**config.mk**
```make
export PLATFORM = sky130hd
export DESIGN_NAME = mcma_fifo
export DESIGN_NICKNAME = d
export VERILOG_FILES = /design/src/mcma_pkg.sv /design/src/mcma_fifo.sv
export SDC_FILE = /design/constraint.sdc
export NUM_CORES = 1
export LEC_CHECK = 0
export CAP_MARGIN = 20
export CELL_PAD_IN_SITES_DETAIL_PLACEMENT = 0
export CELL_PAD_IN_SITES_GLOBAL_PLACEMENT = 2
export CORE_AREA = 2 2 64 66
export CTS_CLUSTER_DIAMETER = 50
export DETAILED_ROUTE_END_ITERATION = 8
export DIE_AREA = 0 0 66 68
export DONT_BUFFER_PORTS = 1
export PLACE_DENSITY_LB_ADDON = 0.1
export SKIP_LAST_GASP = 1
export SLEW_MARGIN = 20
export SYNTH_ARGS = -nofsm -noshare
export SYNTH_HDL_FRONTEND = slang
export SYNTH_SLANG_ARGS = --single-unit
```
**constraint.sdc**
```tcl
create_clock -name aclk -period 2.5 [get_ports aclk]
set_input_delay 0.25 -clock aclk [delete_from_list [all_inputs] [get_ports aclk]]
set_output_delay 0.25 -clock aclk [all_outputs]
set_load 0.02 [all_outputs]
```
**src/mcma_pkg.sv**
```systemverilog
// ----------------------------------------------------------------------------
// mcma_pkg
// Shared constants for the multichannel moving average block: fixed port
// widths, register reset value and queue depth.
// ----------------------------------------------------------------------------
package mcma_pkg;

    // fixed field widths of the ports
    localparam int CHANNEL_BITS   = 4;
    localparam int SAMPLE_IN_BITS = 12;
    localparam int AVERAGE_BITS   = 12;

    // channels_in_use register
    localparam int              CIU_BITS  = 5;
    localparam logic [CIU_BITS-1:0] CIU_RESET = 5'd10;

    // words held between the classifier and the update pipeline
    localparam int QUEUE_DEPTH = 4;

endpackage

```
**src/mcma_fifo.sv**
```systemverilog
// ----------------------------------------------------------------------------
// mcma_fifo
// Short first-in first-out queue with valid/ready on both sides; decouples
// the classifier from the update pipeline.
// ----------------------------------------------------------------------------
module mcma_fifo #(
    parameter int WIDTH = 8
) (
    input  logic             aclk,
    input  logic             aresetn,
    input  logic             in_valid,
    output logic             in_ready,
    input  logic [WIDTH-1:0] in_data,
    output logic             out_valid,
    input  logic             out_ready,
    output logic [WIDTH-1:0] out_data
);

    localparam int DEPTH = mcma_pkg::QUEUE_DEPTH;
    localparam int PTRW  = $clog2(DEPTH);
    localparam logic [PTRW-1:0] PTR_LAST = PTRW'(DEPTH - 1);
    localparam logic [PTRW:0]   CNT_FULL = (PTRW+1)'(DEPTH);

    logic [WIDTH-1:0] buf_reg [DEPTH];
    logic [PTRW-1:0]  wr_ptr_reg;
    logic [PTRW-1:0]  rd_ptr_reg;
    logic [PTRW:0]    count_reg;
    logic             push;
    logic             pop;

    assign in_ready  = (count_reg != CNT_FULL);
    assign out_valid = (count_reg != '0);
    assign out_data  = buf_reg[rd_ptr_reg];
    assign push      = in_valid & in_ready;
    assign pop       = out_valid & out_ready;

    // storage
    always_ff @(posedge aclk) begin
        if (push) begin
            buf_reg[wr_ptr_reg] <= in_data;
        end
    end

    // pointers and fill level
    always_ff @(posedge aclk) begin
        if (!aresetn) begin
            wr_ptr_reg <= '0;
            rd_ptr_reg <= '0;
            count_reg  <= '0;
        end else begin
            if (push) begin
                wr_ptr_reg <= (wr_ptr_reg == PTR_LAST) ? '0 : wr_ptr_reg + 1'b1;
            end
            if (pop) begin
                rd_ptr_reg <= (rd_ptr_reg == PTR_LAST) ? '0 : rd_ptr_reg + 1'b1;
            end
            if (push && !pop) begin
                count_reg <= count_reg + 1'b1;
            end else if (pop && !push) begin
                count_reg <= count_reg - 1'b1;
            end
        end
    end

endmodule

```
==> results.sh <==
export IMPL_outcome="finished, final reports clean"
export IMPL_drc_errors=0
export IMPL_postSynthNetCount=112
export IMPL_slowest_stage="or3_2"
export IMPL_slew_headroom_pct=62.7
export IMPL_die_w_um=66
export IMPL_core_um2=3860
export IMPL_finalSetupViolations=0
export IMPL_synth_area_um2=1640
export IMPL_pin_count=22
export IMPL_clock_sinks=41
export IMPL_area_growth_pct=10.3
export IMPL_antenna_found_initial=0
export IMPL_period_needed_ns=2.14
export IMPL_hold_buffers=0
export IMPL_hold_viol_final=0
export IMPL_p_leak_nw=0.617
export IMPL_nets=117
export IMPL_setup_tns_ns=0
export IMPL_track_usage_pct=13.3
export IMPL_utilization_pct=46.8
export IMPL_tightestPinTransition_ns=0.559
export IMPL_routedWlPerCell_um=16.5
export IMPL_grt_max_degree=14
export IMPL_yosys_warnings=0
export IMPL_grt_overflow=0
export IMPL_wl_mm=2.47
export IMPL_hold_class="in -> reg"
export IMPL_clkTransAtPathRegs_ns=0.07
export IMPL_vdd_ir_drop_worst_v=0.000562
export IMPL_p_total_mw=1.91
export IMPL_p_per_area_nw_per_um2=1060
export IMPL_place_gp_congestion=0.663
export IMPL_diodes=0
export IMPL_max_stage_delay_ns=0.40
export IMPL_criticalPathCategory="reg -> reg"
export IMPL_cap_viol_max_count=0
export IMPL_syn_avg_cell_area_um2=17.6
export IMPL_placed_cell_area_um2=1700
export IMPL_cts_resized=0
export IMPL_final_cells=149
export IMPL_critPathLaunchType="register"
export IMPL_port_buffer_count=0
export IMPL_cp_max_fo=5
export IMPL_path_cells="o31ai_1 -> ha_1 -> inv_1 -> fa_1 -> xor2_1 -> or3_2 -> a21boi_0"
export IMPL_fin_skew_ns=0.00305
export IMPL_start_util_pct=42.4
export IMPL_cp_end_kind="register"
export IMPL_vias_per_cell=5.13
export IMPL_grt_pass1_wl_mm=4.01
export IMPL_die_area_um2=4490
export IMPL_nFillCells=357
export IMPL_clockBufferDepth=2
export IMPL_final_max_slew_violation_count=0
export IMPL_fin_crit_sh_pct=85.7
export IMPL_clk_latency_ns=0.28
export IMPL_numCtsBuffers=5
export IMPL_drtAntennaViolNets=0
export IMPL_h_tree_depth=2
export IMPL_drt_pass1_iter_count=4
export IMPL_timing_fmax_mhz=467
export IMPL_critPathBufInv=1
export IMPL_crit_arrival_ns=2.35
export IMPL_design_area_um2=1800
export IMPL_dp_hpwl_mm=1.72
export IMPL_vias=764
export IMPL_synth_seq_cells=41
export IMPL_drive_above_1_share_pct=24.2
export IMPL_root_buffer="clkbuf_8"
export IMPL_largest_reg_flops=32
export IMPL_dp_cells=141
export IMPL_worstPathRequired_ns=2.71
export IMPL_first_global_vias=777
export IMPL_synth_cell_types=26
export IMPL_drt_iter0_drc=41
export IMPL_ys_seq_area_share_pct=69.8
export IMPL_rsz0062_at_grt="no"
export IMPL_crit_family="adder cells"
export IMPL_die_h_um=68
export IMPL_syn_inst=93
export IMPL_cts_tree="built"
export IMPL_rows=23
export IMPL_post_cts_buffers=0
placed cells by master (no fill, tap or decap), types with 2 or more instances in the layout:
| cell type | count |
|---|---|
| and3_2 | 4 |
| buf_4 | 2 |
| clkbuf_8 | 5 |
| dfxtp_1 | 9 |
| edfxtp_1 | 32 |
| ha_1 | 6 |
| inv_1 | 3 |
| mux2i_1 | 2 |
| mux4_2 | 8 |
| nand2_1 | 5 |
| nand3_1 | 2 |
| nor2_1 | 2 |
| o21ai_0 | 4 |
| or3_2 | 2 |
metrics by stage:
stage,setup WS [ns],hold WS [ns]
after floorplan,0.269,0.349
after global placement,0.360,0.349
after detailed placement,0.348,0.349
after CTS,0.341,0.0477
after global routing,0.243,0.0351
final,0.359,0.0569
layer usage:
metal | up-vias | global-route usage, % | routed length [um]
li1 | 368 | - | -
met1 | 370 | 13.7 | 929
met2 | 20 | 23.4 | 1290
met3 | 6 | 5.76 | 193
met4 | 0 | 6.12 | 52
met5 | - | 0 | 0
synth_stat cells:
cell type,instances,area (um2)
buf_2,1,5.00
and3_2,4,30.0
inv_1,3,11.3
or3b_1,1,8.76
edfxtp_1,32,961
a21boi_0,1,7.51
dfxtp_1,9,180
mux4_2,8,180
ha_1,6,75.1
clkbuf_1,1,3.75
nand3_1,2,10.0
o31ai_1,1,7.51
and2_4,1,8.76
nor2_1,2,7.51
clkbuf_2,1,5.00
or3_2,2,15.0
nand2_1,5,18.8
and2_1,1,6.26
mux2i_1,2,20.0
xnor2_1,1,8.76
fa_1,1,20.0
buf_1,1,3.75
nor2b_1,1,6.26
xor2_1,1,8.76
nand4_1,1,6.26
o21ai_0,4,20.0
path summary, 6_finish.rpt:
| kind | start | to | slack, ns | cells after the start |
|---|---|---|---|---|
| max reg2reg | count_reg[0]$_SDFFE_PN0P_ | count_reg[2]$_SDFFE_PN0P_ | 0.36 | 7 |
| max | count_reg[0]$_SDFFE_PN0P_ | count_reg[2]$_SDFFE_PN0P_ | 0.36 | 7 |
| min | in_data[1] | buf_reg[0][1]$_DFFE_PP_ | 0.06 | 0 |
| min reg2reg | wr_ptr_reg[1]$_SDFFE_PN0P_ | wr_ptr_reg[1]$_SDFFE_PN0P_ | 0.51 | 2 |
logic make-up (layout without fill, tap and decap cells):
family	count (synthesis)	count (layout)	share of synthesized area [%]
flip-flops	41	41	69.8
AO/OA/AOI/OAI	6	6	2.14
AND/OR/NAND/NOR	20	20	7.19
XOR/XNOR	2	2	1.07
multiplexers	10	10	12.2
buffers and inverters	7	13	1.76
adder cells (fa/ha/maj)	7	7	5.81
power by group:
group / total (mW) / internal [mW] / switching (mW)
Combinational: 0.479 / 0.223 / 0.256
Sequential: 0.930 / 0.840 / 0.0897
Clock: 0.502 / 0.296 / 0.206
Total: 1.91 / 1.36 / 0.552
worst register-to-register path, stage by stage, from the launching register on:
cell      delay, ns
dfxtp_1        0.36
o31ai_1        0.31
ha_1           0.25
inv_1          0.06
fa_1           0.37
xor2_1         0.16
or3_2          0.40
a21boi_0       0.16
layout make-up:
cell class                      instances  area, um2  area share [%]
Tap cell                               50       62.6            3.47
Clock buffer                            6       72.6            4.02
Sequential cell                        41       1140            63.3
Clock inverter                          2       35.0            1.94
Inverter                                3       11.3           0.625
Multi-Input combinational cell         45        465            25.8
Timing Repair Buffer                    2       15.0           0.833
No activity file was read; power rests on OpenSTA's default activity.
