<file path="src/mcma_pkg.sv">
// ----------------------------------------------------------------------------
// mcma_pkg
// Shared constants for the multichannel moving average block: fixed port
// widths, register reset value and queue depth.
// ----------------------------------------------------------------------------
package mcma_pkg;

    // fixed field widths of the ports
    localparam int CHANNEL_BITS   = 4;
    localparam int SAMPLE_IN_BITS = 12;
    localparam int AVERAGE_BITS   = 12;

    // channels_in_use register
    localparam int              CIU_BITS  = 5;
    localparam logic [CIU_BITS-1:0] CIU_RESET = 5'd10;

    // words held between the classifier and the update pipeline
    localparam int QUEUE_DEPTH = 4;

endpackage

</file>
<file path="src/mcma_front.sv">
// ----------------------------------------------------------------------------
// mcma_front
// Input side: holds the channel count register and the shared window slot,
// classifies each word as good or bad, forms the store address and pushes
// the word into the queue.
// ----------------------------------------------------------------------------
module mcma_front #(
    parameter int MAX_CHANNELS = 16,
    parameter int WINDOW       = 128,
    parameter int SAMPLE_BITS  = 12
) (
    input  logic                                    aclk,
    input  logic                                    aresetn,
    // sample channel
    input  logic                                    s_valid,
    output logic                                    s_ready,
    input  logic [mcma_pkg::CHANNEL_BITS-1:0]       s_channel,
    input  logic [mcma_pkg::SAMPLE_IN_BITS-1:0]     s_sample,
    // configuration channel
    input  logic                                    cfg_valid,
    output logic                                    cfg_ready,
    input  logic [mcma_pkg::CIU_BITS-1:0]           cfg_data,
    // store clearing in progress
    input  logic                                    clearing,
    // queue push side
    output logic                                    q_valid,
    input  logic                                    q_ready,
    output logic [$clog2(MAX_CHANNELS*WINDOW)-1:0]  q_addr,
    output logic [((MAX_CHANNELS > 1) ? $clog2(MAX_CHANNELS) : 1)-1:0] q_idx,
    output logic [mcma_pkg::CHANNEL_BITS-1:0]       q_channel,
    output logic [SAMPLE_BITS-1:0]                  q_sample,
    output logic                                    q_bad
);

    localparam int SLW   = $clog2(WINDOW);
    localparam int CHW   = (MAX_CHANNELS > 1) ? $clog2(MAX_CHANNELS) : 1;
    localparam int ADDRW = $clog2(MAX_CHANNELS*WINDOW);
    localparam int MAXW  = $clog2(MAX_CHANNELS + 1);
    localparam int ACTW  = (MAXW > mcma_pkg::CIU_BITS) ? MAXW : mcma_pkg::CIU_BITS;
    localparam logic [ACTW-1:0]  MAX_CH    = ACTW'(MAX_CHANNELS);
    localparam logic [SLW-1:0]   SLOT_LAST = SLW'(WINDOW - 1);

    logic [mcma_pkg::CIU_BITS-1:0] ciu_reg;
    logic [SLW-1:0]                slot_reg;
    logic [SLW-1:0]                slot_next;
    logic [ACTW-1:0]               ciu_ext;
    logic [ACTW-1:0]               active;
    logic [ACTW-1:0]               ch_ext;
    logic                          bad;
    logic                          last;
    logic                          push;

    // effective channel count saturates at the channel capacity
    assign ciu_ext = ACTW'(ciu_reg);
    assign active  = (ciu_ext > MAX_CH) ? MAX_CH : ciu_ext;
    assign ch_ext  = ACTW'(s_channel);
    assign bad     = (ch_ext >= active);
    assign last    = (ch_ext == active - 1'b1);

    // handshakes
    assign cfg_ready = 1'b1;
    assign s_ready   = q_ready & ~clearing;
    assign q_valid   = s_valid & ~clearing;
    assign push      = s_valid & s_ready;

    // queue word
    assign q_bad     = bad;
    assign q_channel = s_channel;
    assign q_sample  = SAMPLE_BITS'(s_sample);
    assign q_idx     = CHW'(s_channel);
    assign q_addr    = bad ? '0 : ADDRW'(ADDRW'(q_idx) * ADDRW'(WINDOW) + ADDRW'(slot_reg));

    // slot advances after the last channel in the scan
    assign slot_next = (slot_reg == SLOT_LAST) ? '0 : slot_reg + 1'b1;

    always_ff @(posedge aclk) begin
        if (!aresetn) begin
            ciu_reg  <= mcma_pkg::CIU_RESET;
            slot_reg <= '0;
        end else begin
            if (cfg_valid && cfg_ready) begin
                ciu_reg <= cfg_data;
            end
            if (push && !bad && last) begin
                slot_reg <= slot_next;
            end
        end
    end

    // a rejected word never moves the slot
    a_bad_keeps_slot: assert property (@(posedge aclk) disable iff (!aresetn)
        push && bad |=> $stable(slot_reg))
        else $error("slot index moved on a rejected word");

endmodule

</file>
<file path="config.mk">
export PLATFORM = sky130hd
export DESIGN_NAME = mcma_front
export DESIGN_NICKNAME = d
export VERILOG_FILES = /design/src/mcma_pkg.sv /design/src/mcma_front.sv
export SDC_FILE = /design/constraint.sdc
export NUM_CORES = 1
export LEC_CHECK = 0
export ABC_AREA = 1
export BUFFER_PORTS_ARGS = -buffer_cell sky130_fd_sc_hd__buf_4
export CORE_MARGIN = 2
export CORE_UTILIZATION = 45
export CTS_CLUSTER_DIAMETER = 80
export DETAILED_ROUTE_END_ITERATION = 10
export HOLD_SLACK_MARGIN = 0.08
export PLACE_DENSITY = 0.8
export SYNTH_ARGS = -nofsm -noshare
export SYNTH_HDL_FRONTEND = slang
export SYNTH_SLANG_ARGS = --single-unit
</file>
<file path="constraint.sdc">
create_clock -name aclk -period 2 [get_ports aclk]
set_input_delay 0.2 -clock aclk [delete_from_list [all_inputs] [get_ports aclk]]
set_output_delay 0.2 -clock aclk [all_outputs]
set_load 0.1 [all_outputs]
</file>
==> results of run 1 <==
worst min-delay path by stage:
stage	end	slack [ns]	cells past startpoint
after floorplan	ciu_ext[3]	0.32	2
after global placement	q_sample[0]	0.40	0
after detailed placement	q_sample[0]	0.40	0
after CTS	ciu_ext[1]	0.13	3
after global routing	ciu_ext[1]	0.13	3
final	ciu_ext[1]	0.14	3
per-stage QoR:
stage                     setup TNS [ns]  cells  total power [uW]  worst slack [ns]
after floorplan                    -2.38    188               803            -0.260
after global placement                 0    241               787           0.00994
after detailed placement         -0.0232    241               793           -0.0128
after CTS                          -2.70    245              1030            -0.236
after global routing               -4.59    247              1140            -0.347
final                              -2.64    247              1080            -0.231
final cells by class:
cell class / instances / area, sq um / share of cell area [%]
repair buffers: 47 / 519 / 29.5
flip-flops and latches: 12 / 245 / 13.9
multi-input cells: 126 / 815 / 46.3
well taps: 30 / 37.5 / 2.13
inverters: 28 / 108 / 6.11
clock buffers: 4 / 36.3 / 2.06
metal layers:
metal	wire, um	up-vias	share of wire [%]	global-route usage [%]
li1	-	621	-	-
met1	1240	532	43	25.0
met2	1450	36	50	31.0
met3	166	4	5.8	3.23
met4	25	0	0.87	9.35
met5	0	-	0	0
Yosys cell counts:
library cell	count	share of area (%)
conb_1	1	0.32
nand4_1	2	1.1
nor2_4	2	1.9
xor2_1	1	0.75
inv_4	1	0.54
nor2_1	36	12
nor3b_1	1	0.64
nand2_1	31	10
inv_1	25	8.0
nand3b_4	1	1.7
ha_1	5	5.4
nor2_2	1	0.54
nand3b_1	1	0.64
buf_4	21	14
nand2_4	2	1.9
nand3_2	2	1.7
nand3_1	14	6.0
o21ai_0	5	2.1
o21ai_1	6	2.6
clkbuf_1	2	0.64
a21oi_2	1	0.75
inv_2	1	0.32
dfxtp_1	12	21
nand2_2	7	3.8
a21oi_1	6	2.6
clkinv_1	1	0.32
power by group through the flow:
stage | sequential [uW] | clock, uW | combinational, uW
global placement | 259 | 0 | 528
detailed placement | 259 | 0 | 533
finish | 255 | 190 | 632
floorplan | 262 | 0 | 541
CTS | 254 | 195 | 586
global route | 256 | 210 | 669
cell families after synthesis:
group                    count (synthesis)  share of synthesized area, %
buffers and inverters                   51                          23.4
flip-flops                              12                          20.6
AO/OA/AOI/OAI                           18                          8.05
XOR/XNOR                                 1                         0.751
other                                    1                         0.322
AND/OR/NAND/NOR                        100                          41.5
adder cells (fa/ha/maj)                  5                          5.36
worst max-delay path: stages, from the launching register on:
cell and delay [ns]:
dfxtp_2 0.32, nor2_1 0.09, nand2_1 0.07, nand2_2 0.07, nand2_2 0.06, ha_4 0.22, inv_2 0.05, nor2_2 0.04
a21oi_2 0.19, nand3_2 0.17, buf_6 0.18, nor2_4 0.12, buf_12 0.18
repair_timing:
item	in CTS	in global routing
endpoints found under the hold margin	0	0
resized for setup	37	17
pin swaps	0	7
buffers inserted	0	1
setup endpoints to repair	12	19
gates cloned	0	1
==> flow_summary.html, run 1 <==
<table>
<tr><th>Metric</th><th>Value</th></tr>
<tr><th colspan="2">Worst setup path</th></tr>
<tr><td>Crit Reg-Reg Startpoint</td><td>ciu_ext[3]</td></tr>
<tr><td>Data arrival time of the critical path</td><td>between 2 and 2.5 ns</td></tr>
<tr><td>Critical Path Source Type</td><td>register</td></tr>
<tr><td>Worst r2r path cells</td><td>16</td></tr>
<tr><td>Endpoint required time on the critical path</td><td>1.80 ns</td></tr>
<tr><td>Setup crit end kind</td><td>output port</td></tr>
<tr><td>Setup crit start</td><td>ciu_ext[3]</td></tr>
<tr><td>Worst setup path category</td><td>reg -&gt; out</td></tr>
<tr><td>Critical path destination</td><td>q_addr[8]</td></tr>
<tr><td>Crit Path Max Fanout</td><td>4</td></tr>
<tr><td>Worst flop-to-flop path endpoint</td><td>slot_reg[6]</td></tr>
<tr><td>FF-to-FF setup slack</td><td>-0.05 ns</td></tr>
<tr><th colspan="2">Final layout</th></tr>
<tr><td>Design area</td><td>roughly 1800 sq um</td></tr>
<tr><td>Share of the core filled with cells</td><td>71.1%</td></tr>
<tr><td>Fraction of final layout cells with drive strength greater than 1</td><td>between 40% and 50%</td></tr>
<tr><td>Nets</td><td>250</td></tr>
<tr><td>Most used cells in the layout excluding fill and tap cells</td><td>33 x buf_4, 28 x nand2_1, 24 x inv_1</td></tr>
<tr><td>Most common library cell in the layout ignoring fill and taps</td><td>buf_4</td></tr>
<tr><td>Number of antenna diodes</td><td>0</td></tr>
<tr><td>Largest register FFs</td><td>7</td></tr>
<tr><td>Filler Cell Count</td><td>around 210</td></tr>
<tr><td>Area growth, synth to finish</td><td>51.0%</td></tr>
<tr><th colspan="2">CTS</th></tr>
<tr><td>Hold-fix buffers at CTS</td><td>0</td></tr>
<tr><td>Maximum buffer depth of the clock tree</td><td>2</td></tr>
<tr><td>CTS tree</td><td>done</td></tr>
<tr><td>Clock transition at the registers of the reported paths</td><td>roughly 0.07 ns</td></tr>
<tr><td>Depth of the CTS H-tree</td><td>1</td></tr>
<tr><td>Cell chosen for the clock root</td><td>clkbuf_4</td></tr>
<tr><td>CTS sink count</td><td>12</td></tr>
<tr><td>Clk_lat worst skew</td><td>approximately 0.27 ns</td></tr>
<tr><td>Number of buffers added by the clock tree synthesis step</td><td>3</td></tr>
<tr><th colspan="2">Global route</th></tr>
<tr><td>Initial antenna violation count</td><td>0</td></tr>
<tr><td>GR Overflow Total</td><td>0</td></tr>
<tr><td>Wire length of the first global-routing pass</td><td>about 4200 um</td></tr>
<tr><td>Tot GR Track Use</td><td>19.3%</td></tr>
<tr><td>Pin count of the biggest net entering global routing</td><td>11</td></tr>
<tr><td>Via count of the first global-routing pass</td><td>~1000</td></tr>
<tr><th colspan="2">Synth</th></tr>
<tr><td>Count of different cell masters after synthesis</td><td>26</td></tr>
<tr><td>Number of standard cells after synthesis</td><td>approximately 190</td></tr>
<tr><td>Warnings from Yosys</td><td>0</td></tr>
<tr><td>Register area share after synthesis</td><td>20.6%</td></tr>
<tr><td>FF+latch count, synth</td><td>12</td></tr>
<tr><td>Number of nets produced by synthesis</td><td>220</td></tr>
<tr><td>Avg Inst Size Synth</td><td>6.20 sq um</td></tr>
<tr><td>Total standard cell area after synthesis</td><td>1170 sq um</td></tr>
<tr><th colspan="2">Timing</th></tr>
<tr><td>Share of the clock period used by the worst path</td><td>112%</td></tr>
<tr><td>Max Transition Viols Final</td><td>0</td></tr>
<tr><td>Worst clock skew</td><td>~0.0046 ns</td></tr>
<tr><td>Minimum clock period</td><td>roughly 2.2 ns</td></tr>
<tr><td>Setup repair after global routing missed its margin</td><td>yes</td></tr>
<tr><td>Crit path setup slack, layout</td><td>-0.231 ns</td></tr>
<tr><td>Maximum clock frequency</td><td>about 450 MHz</td></tr>
<tr><td>Finish-stage setup viols</td><td>13</td></tr>
<tr><td>Number of hold violations in the final report</td><td>0</td></tr>
<tr><td>Worst-case hold slack</td><td>0.140 ns</td></tr>
<tr><th colspan="2">Power</th></tr>
<tr><td>Sw frac</td><td>46.7%</td></tr>
<tr><td>Total leakage power</td><td>roughly 0.00087 uW</td></tr>
<tr><td>Share of total power in sequential cells</td><td>23.7%</td></tr>
<tr><td>Switching power</td><td>between 500 and 600 uW</td></tr>
<tr><td>Highest ir drop seen on vdd</td><td>a little under 0.0006 V</td></tr>
<tr><td>Clock Power Share</td><td>roughly 18%</td></tr>
<tr><td>Power density normalized to cell area</td><td>between 600 and 700 nW/um^2</td></tr>
<tr><td>Cell internal power dissipation</td><td>around 570 uW</td></tr>
<tr><td>Logic gate share of total power</td><td>about three fifths</td></tr>
<tr><th colspan="2">Detailed routing</th></tr>
<tr><td>Starting DRT DRC Count</td><td>16</td></tr>
<tr><td>Number of detailed-route iterations in the first pass</td><td>4</td></tr>
<tr><td>Vias after detailed routing</td><td>1193</td></tr>
<tr><td>Post-route DRC violation count</td><td>0</td></tr>
<tr><td>Antenna viol nets, final</td><td>0</td></tr>
<tr><td>Average via count per standard cell</td><td>between 4 and 5</td></tr>
<tr><td>Post-detailed-route wirelength per cell</td><td>about 12 um</td></tr>
<tr><td>Detailed-route wire length</td><td>approximately 2900 um</td></tr>
<tr><th colspan="2">Place</th></tr>
<tr><td>Area after detailed placement</td><td>roughly 1500 sq um</td></tr>
<tr><td>Gp weighted congestion</td><td>0.873</td></tr>
<tr><td>Half-perimeter wire length after detailed placement</td><td>between 2000 and 2500 um</td></tr>
<tr><td>Quantity of I/O buffers inserted on ports</td><td>36</td></tr>
<tr><th colspan="2">Min path</th></tr>
<tr><td>Tightest Hold Check Type</td><td>in -&gt; reg</td></tr>
<tr><td>Startpoint of the lowest-slack hold path</td><td>cfg_data[1]</td></tr>
<tr><th colspan="2">Die</th></tr>
<tr><td>Total I/O pin count</td><td>between 60 and 70</td></tr>
<tr><td>Standard cell core area</td><td>2480 sq um</td></tr>
<tr><td>Effective utilization at floorplan</td><td>47.1%</td></tr>
<tr><td>Site Rows</td><td>18</td></tr>
<tr><td>Die Footprint</td><td>between 3000 and 4000 sq um</td></tr>
<tr><td>Overall die width</td><td>54.9 um</td></tr>
<tr><td>Y dimension of the die</td><td>about 55 um</td></tr>
<tr><th colspan="2">Status</th></tr>
<tr><td>Status</td><td>finished with violations</td></tr>
<tr><td>Failing checks</td><td>setup timing</td></tr>
<tr><th colspan="2">Job</th></tr>
<tr><td>Max cap viols</td><td>0</td></tr>
</table>
Note: power is estimated with default switching activity, not from simulation.
==> run 2: changes to the inputs <==
==> constraint.sdc (replaced) <==
create_clock -name aclk -period 2 [get_ports aclk]
set_input_delay 0.6 -clock aclk [delete_from_list [all_inputs] [get_ports aclk]]
set_output_delay 0.6 -clock aclk [all_outputs]
set_load 0.1 [all_outputs]
==> run 2 against run 1 <==
  * The run still ends with setup timing left
  * Design area increased by 18%
  * Non-clock buffer count increased by 21
  * Core utilization increased by 12 points
==> flow_summary.html, run 2 (synthesis results as in run 1) <==
<table>
<tr><th>Metric</th><th>Value</th></tr>
<tr><th colspan="2">Worst setup path</th></tr>
<tr><td>Slowest CP cell</td><td>dfxtp_4</td></tr>
<tr><td>Setup crit end kind</td><td>output port</td></tr>
<tr><td>Cells traversed along the worst timing path</td><td>nor2_2 &gt; nand2_1 &gt; nand2_2 &gt; nand2_4 &gt; ha_4 &gt; inv_4 &gt; nor2_4 &gt; nand3b_1 &gt; nand3_4 &gt; buf_16 &gt; nor2_4 &gt; buf_12</td></tr>
<tr><td>Crit Path Max Fanout</td><td>4</td></tr>
<tr><td>Maximum single-stage delay on the critical path</td><td>roughly 0.36 ns</td></tr>
<tr><td>Data arrival time of the critical path</td><td>around 2.2 ns</td></tr>
<tr><td>Endpoint required time on the critical path</td><td>between 1 and 1.5 ns</td></tr>
<tr><td>Cell repeated most along the worst path</td><td>nor2_4</td></tr>
<tr><td>Critical Path Source Type</td><td>register</td></tr>
<tr><td>Worst setup path category</td><td>reg -&gt; out</td></tr>
<tr><th colspan="2">Global route</th></tr>
<tr><td>GR Overflow Total</td><td>0</td></tr>
<tr><td>Met3 usage</td><td>around 8.3%</td></tr>
<tr><td>Met1 Use GR</td><td>~30%</td></tr>
<tr><td>Wire length of the first global-routing pass</td><td>slightly below 7000 um</td></tr>
<tr><td>Tot GR Track Use</td><td>approximately 32%</td></tr>
<tr><td>Initial antenna violation count</td><td>0</td></tr>
<tr><td>Met2 capacity usage during global routing</td><td>between 50% and 60%</td></tr>
<tr><td>Layer carrying the most global-route usage</td><td>met2</td></tr>
<tr><td>Via count of the first global-routing pass</td><td>1478</td></tr>
<tr><td>Pin count of the biggest net entering global routing</td><td>10</td></tr>
<tr><th colspan="2">Power</th></tr>
<tr><td>Power density normalized to cell area</td><td>601 nW/um^2</td></tr>
<tr><td>Highest ir drop seen on vdd</td><td>a little over 0.0006 V</td></tr>
<tr><td>Total leakage power</td><td>~0.001 uW</td></tr>
<tr><td>Power consumption</td><td>roughly 1200 uW</td></tr>
<tr><th colspan="2">CTS</th></tr>
<tr><td>Cell chosen for the clock root</td><td>clkbuf_4</td></tr>
<tr><td>Clk_lat worst skew</td><td>about 0.27 ns</td></tr>
<tr><td>Number of buffers added by the clock tree synthesis step</td><td>3</td></tr>
<tr><td>CTS sink count</td><td>12</td></tr>
<tr><td>Clock transition at the registers of the reported paths</td><td>0.07 ns</td></tr>
<tr><td>CTS tree</td><td>done</td></tr>
<tr><td>Depth of the CTS H-tree</td><td>1</td></tr>
<tr><td>Maximum buffer depth of the clock tree</td><td>2</td></tr>
<tr><td>Hold-fix buffers at CTS</td><td>0</td></tr>
<tr><th colspan="2">Final layout</th></tr>
<tr><td>Number of antenna diodes</td><td>0</td></tr>
<tr><td>Most used cells in the layout excluding fill and tap cells</td><td>52 x buf_4, 23 x nand2_1, 22 x inv_1</td></tr>
<tr><td>Area growth, synth to finish</td><td>77.5%</td></tr>
<tr><td>Fraction of final layout cells with drive strength greater than 1</td><td>about 56%</td></tr>
<tr><td>Final cell count without fillers</td><td>approximately 270</td></tr>
<tr><td>Most common library cell in the layout ignoring fill and taps</td><td>buf_4</td></tr>
<tr><td>Largest register FFs</td><td>7</td></tr>
<tr><td>Nets</td><td>about 270</td></tr>
<tr><td>Design area</td><td>around 2100 sq um</td></tr>
<tr><th colspan="2">Place</th></tr>
<tr><td>Number of instances in the placed design</td><td>248</td></tr>
<tr><td>Quantity of I/O buffers inserted on ports</td><td>36</td></tr>
<tr><td>Area after detailed placement</td><td>between 1500 and 2000 sq um</td></tr>
<tr><td>Half-perimeter wire length after detailed placement</td><td>between 2000 and 3000 um</td></tr>
<tr><td>Gp weighted congestion</td><td>approximately 0.82</td></tr>
<tr><th colspan="2">Detailed routing</th></tr>
<tr><td>Post-detailed-route wirelength per cell</td><td>18.6 um</td></tr>
<tr><td>Number of detailed-route iterations in the first pass</td><td>4</td></tr>
<tr><td>Detailed-route wire length</td><td>5000 um</td></tr>
<tr><td>Post-route DRC violation count</td><td>0</td></tr>
<tr><td>Antenna viol nets, final</td><td>0</td></tr>
<tr><td>Average via count per standard cell</td><td>roughly 5.7</td></tr>
<tr><td>Vias after detailed routing</td><td>1523</td></tr>
<tr><td>Starting DRT DRC Count</td><td>60</td></tr>
<tr><th colspan="2">Timing</th></tr>
<tr><td>Worst clock skew</td><td>around 0.0065 ns</td></tr>
<tr><td>Share of the clock period used by the worst path</td><td>140%</td></tr>
<tr><td>Final sum of negative setup slack</td><td>-13.80 ns</td></tr>
<tr><td>Setup repair after global routing missed its margin</td><td>yes</td></tr>
<tr><td>Number of hold violations in the final report</td><td>0</td></tr>
<tr><td>Maximum clock frequency</td><td>about 360 MHz</td></tr>
<tr><td>Finish-stage setup viols</td><td>19</td></tr>
<tr><td>Crit path setup slack, layout</td><td>-0.805 ns</td></tr>
<tr><td>Minimum clock period</td><td>2.81 ns</td></tr>
<tr><td>Max Transition Viols Final</td><td>0</td></tr>
<tr><td>Worst-case hold slack</td><td>0.541 ns</td></tr>
<tr><th colspan="2">Die</th></tr>
<tr><td>Effective utilization at floorplan</td><td>47.1%</td></tr>
<tr><td>Total I/O pin count</td><td>62</td></tr>
<tr><td>Site Rows</td><td>18</td></tr>
<tr><td>Y dimension of the die</td><td>between 50 and 60 um</td></tr>
<tr><td>Standard cell core area</td><td>~2500 sq um</td></tr>
<tr><td>Die Footprint</td><td>roughly 3000 sq um</td></tr>
<tr><td>Overall die width</td><td>approximately 55 um</td></tr>
<tr><th colspan="2">Min path</th></tr>
<tr><td>Tightest Hold Check Type</td><td>in -&gt; reg</td></tr>
<tr><th colspan="2">Job</th></tr>
<tr><td>Max cap viols</td><td>0</td></tr>
<tr><th colspan="2">Status</th></tr>
<tr><td>Status</td><td>finished with violations</td></tr>
<tr><td>Failing checks</td><td>setup timing</td></tr>
</table>
==> run 2: worst max-delay path: cells and delay by family (launching register included) <==
kind,cells,cell delay [ns]
adder cells (fa/ha/maj),1,0.26
buffers and inverters,3,0.45
flip-flops,1,0.36
AND/OR/NAND/NOR,8,0.85
==> run 2: area by class of cell <==
type                    count  area, sq um
flip-flops and latches     12          249
repair buffers             68          704
well taps                  30         37.5
fillers                   120          408
clock buffers               4         36.3
multi-input cells         126          922
inverters                  28          120
==> run 2: routing by layer <==
metal	wire length, um	up-vias
li1	-	671
met5	0	-
met3	469	42
met2	2550	133
met4	316	0
met1	1660	677
==> run 2: worst paths after layout <==
kind                            slack (ns)          end   startpoint  cells after the start
worst min register to register        0.54  slot_reg[6]  slot_reg[6]                      3
worst max register to register       -0.65  slot_reg[2]   ciu_ext[2]                     21
worst min-delay path                  0.54   ciu_ext[1]  cfg_data[1]                      3
worst max-delay path                 -0.81    q_addr[6]   ciu_ext[2]                     12
==> run 2: repair_timing <==
action / in CTS / in global routing
pin swaps: 17 / 12
resized for setup: 55 / 12
cloned: 2 / 0
setup buffers: 13 / 3
endpoints found under the setup margin: 19 / 19
==> run 2: metrics by stage <==
step | setup WS [ns] | util (%)
after global routing | -0.851 | 83.5
after CTS | -0.639 | 80.7
after floorplan | -0.613 | -
after global placement | -0.484 | 65.3
after detailed placement | -0.577 | 65.3
final | -0.805 | 83.5
==> run 2: where the power goes <==
part / internal, uW / total (uW) / switching, uW
Sequential: 248 / 256 / 8.15
Clock: 111 / 190 / 79.5
Combinational: 293 / 797 / 503
Total: 652 / 1240 / 591
==> run 3: changes to the inputs <==
- CORE_ASPECT_RATIO: unset -> 1.5
- GPL_TIMING_DRIVEN: unset -> 1
==> run 3 against run 2 <==
  * The flow still finishes with violations (setup timing)
  * Global-route usage shrank 6.0 points
  * Final cell count shrank 3.4%
  * Sequential share of layout area grew 0.45 points
  * Setup slack gained 0.20 ns
==> flow_summary.html, run 3 (synthesis results as in run 1) <==
<table>
<tr><th>Metric</th><th>Value</th></tr>
<tr><th colspan="2">Detailed routing</th></tr>
<tr><td>Number of detailed-route iterations in the first pass</td><td>4</td></tr>
<tr><td>Vias after detailed routing</td><td>about 1400</td></tr>
<tr><td>Starting DRT DRC Count</td><td>38</td></tr>
<tr><td>Post-detailed-route wirelength per cell</td><td>approximately 14 um</td></tr>
<tr><td>Average via count per standard cell</td><td>around 5.3</td></tr>
<tr><td>Detailed-route wire length</td><td>around 3700 um</td></tr>
<tr><td>Post-route DRC violation count</td><td>0</td></tr>
<tr><td>Antenna viol nets, final</td><td>0</td></tr>
<tr><th colspan="2">Job</th></tr>
<tr><td>Max cap viols</td><td>0</td></tr>
<tr><th colspan="2">Final layout</th></tr>
<tr><td>Final cell count without fillers</td><td>259</td></tr>
<tr><td>Most common library cell in the layout ignoring fill and taps</td><td>buf_4</td></tr>
<tr><td>Area growth, synth to finish</td><td>69.3%</td></tr>
<tr><td>Fraction of final layout cells with drive strength greater than 1</td><td>52.8%</td></tr>
<tr><td>Number of antenna diodes</td><td>0</td></tr>
<tr><td>Share of the core filled with cells</td><td>80.6%</td></tr>
<tr><td>Largest register FFs</td><td>7</td></tr>
<tr><td>Filler Cell Count</td><td>between 100 and 150</td></tr>
<tr><td>Nets</td><td>approximately 270</td></tr>
<tr><td>Most used cells in the layout excluding fill and tap cells</td><td>48 x buf_4, 29 x nand2_1, 22 x inv_1</td></tr>
<tr><th colspan="2">Timing</th></tr>
<tr><td>Worst-case hold slack</td><td>around 0.54 ns</td></tr>
<tr><td>Number of hold violations in the final report</td><td>0</td></tr>
<tr><td>Max Transition Viols Final</td><td>0</td></tr>
<tr><td>Maximum clock frequency</td><td>384 MHz</td></tr>
<tr><td>Setup repair after global routing missed its margin</td><td>yes</td></tr>
<tr><td>Final sum of negative setup slack</td><td>-8.11 ns</td></tr>
<tr><td>Share of the clock period used by the worst path</td><td>130%</td></tr>
<tr><td>Minimum clock period</td><td>about 2.6 ns</td></tr>
<tr><td>Worst clock skew</td><td>a little over 0.009 ns</td></tr>
<tr><td>Crit path setup slack, layout</td><td>-0.604 ns</td></tr>
<tr><td>Finish-stage setup viols</td><td>18</td></tr>
<tr><th colspan="2">Worst setup path</th></tr>
<tr><td>Data arrival time of the critical path</td><td>2.00 ns</td></tr>
<tr><td>Crit Path Max Fanout</td><td>7</td></tr>
<tr><td>Critical Path Source Type</td><td>register</td></tr>
<tr><td>Worst setup path category</td><td>reg -&gt; out</td></tr>
<tr><td>Setup crit start</td><td>ciu_ext[2]</td></tr>
<tr><td>Setup crit end kind</td><td>output port</td></tr>
<tr><td>Crit Reg-Reg Startpoint</td><td>ciu_ext[4]</td></tr>
<tr><td>Endpoint required time on the critical path</td><td>1.40 ns</td></tr>
<tr><th colspan="2">CTS</th></tr>
<tr><td>Number of buffers added by the clock tree synthesis step</td><td>3</td></tr>
<tr><td>CTS sink count</td><td>12</td></tr>
<tr><td>Hold-fix buffers at CTS</td><td>0</td></tr>
<tr><td>Maximum buffer depth of the clock tree</td><td>2</td></tr>
<tr><td>CTS tree</td><td>done</td></tr>
<tr><td>Clock transition at the registers of the reported paths</td><td>~0.070 ns</td></tr>
<tr><td>Depth of the CTS H-tree</td><td>1</td></tr>
<tr><td>Clk_lat worst skew</td><td>between 0.2 and 0.3 ns</td></tr>
<tr><td>Cell chosen for the clock root</td><td>clkbuf_4</td></tr>
<tr><th colspan="2">Min path</th></tr>
<tr><td>Startpoint of the lowest-slack hold path</td><td>cfg_data[3]</td></tr>
<tr><td>Tightest Hold Check Type</td><td>in -&gt; reg</td></tr>
<tr><th colspan="2">Die</th></tr>
<tr><td>Site Rows</td><td>22</td></tr>
<tr><td>Standard cell core area</td><td>about 2400 sq um</td></tr>
<tr><td>Overall die width</td><td>between 40 and 50 um</td></tr>
<tr><td>Die Footprint</td><td>3020 sq um</td></tr>
<tr><td>Y dimension of the die</td><td>approximately 66 um</td></tr>
<tr><td>Total I/O pin count</td><td>between 60 and 70</td></tr>
<tr><td>Effective utilization at floorplan</td><td>47.6%</td></tr>
<tr><th colspan="2">Power</th></tr>
<tr><td>Power consumption</td><td>approximately 1200 uW</td></tr>
<tr><td>Total leakage power</td><td>0.000970 uW</td></tr>
<tr><td>Highest ir drop seen on vdd</td><td>0.000387 V</td></tr>
<tr><td>Power density normalized to cell area</td><td>between 500 and 600 nW/um^2</td></tr>
<tr><th colspan="2">Global route</th></tr>
<tr><td>Initial antenna violation count</td><td>0</td></tr>
<tr><td>Pin count of the biggest net entering global routing</td><td>10</td></tr>
<tr><td>Via count of the first global-routing pass</td><td>1360</td></tr>
<tr><td>Tot GR Track Use</td><td>a little over a quarter</td></tr>
<tr><td>GR Overflow Total</td><td>0</td></tr>
<tr><td>Wire length of the first global-routing pass</td><td>5860 um</td></tr>
<tr><th colspan="2">Place</th></tr>
<tr><td>Gp weighted congestion</td><td>between 0.8 and 0.9</td></tr>
<tr><td>Number of instances in the placed design</td><td>between 200 and 250</td></tr>
<tr><td>Quantity of I/O buffers inserted on ports</td><td>36</td></tr>
<tr><td>Half-perimeter wire length after detailed placement</td><td>between 2000 and 2500 um</td></tr>
<tr><th colspan="2">Status</th></tr>
<tr><td>Status</td><td>finished with violations</td></tr>
<tr><td>Failing checks</td><td>setup timing</td></tr>
</table>
[run 3: cell count changes in the layout (fill, tap and decap cells not counted), moves of 2 or more]
cell	delta
nand2_4	-4
nand3_4	-2
buf_4	-4
nand2_2	-2
buf_6	+2
nand2_1	+6
[run 3: report_power, final]
part           switching, uW  internal, uW
clock network           88.5           111
registers               7.19           248
logic                    445           265
total                    541           624
[run 3: routing by layer]
| layer | wire [um] | part of all wire [%] | global-route usage, % | vias to the layer above |
|---|---|---|---|---|
| li1 | - | - | - | 655 |
| met1 | 1250 | 34 | 24.9 | 638 |
| met2 | 2110 | 58 | 52.5 | 61 |
| met3 | 184 | 5.0 | 3.55 | 13 |
| met4 | 114 | 3.1 | 10.3 | 0 |
| met5 | 0 | 0 | 0 | - |
[run 3: worst max-delay path: stages, from the launching register on]
cell	delay, ns
dfxtp_2	0.32
nor2_1	0.10
nand2_1	0.07
nand2_2	0.08
nand2_2	0.07
ha_4	0.27
inv_2	0.04
nor2_4	0.11
nand3b_1	0.17
nand3_4	0.13
buf_12	0.15
nor2_4	0.05
buf_12	0.16
[run 3: worst paths after layout]
kind              cells after the start           to  slack (ns)
setup / recovery                     12    q_addr[3]       -0.60
hold / removal                        3   ciu_ext[3]        0.54
setup reg to reg                     14  slot_reg[4]       -0.22
hold reg to reg                       2  slot_reg[2]        0.57
[run 3: final cells by class]
cell class              count  area (sq um)  share of cell area, %
flip-flops and latches     12           246                   12.5
clock buffers               4          36.3                   1.84
multi-input cells         126           875                   44.3
well taps                  24          30.0                   1.52
inverters                  28           118                   5.96
repair buffers             65           669                   33.9
[run 3: per-stage QoR]
stage / area [sq um] / worst slack [ns]
after detailed placement: 1650 / -0.534
after floorplan: 1360 / -0.613
final: 1970 / -0.604
after CTS: 1950 / -0.597
after global routing: 1970 / -0.704
after global placement: 1650 / -0.518
[run 3: what timing repair did]
item                       CTS  global route
buffers inserted            11             2
cloned                       1             0
setup endpoints to repair   18            19
resized for setup           41            11
pin swaps                   16            11
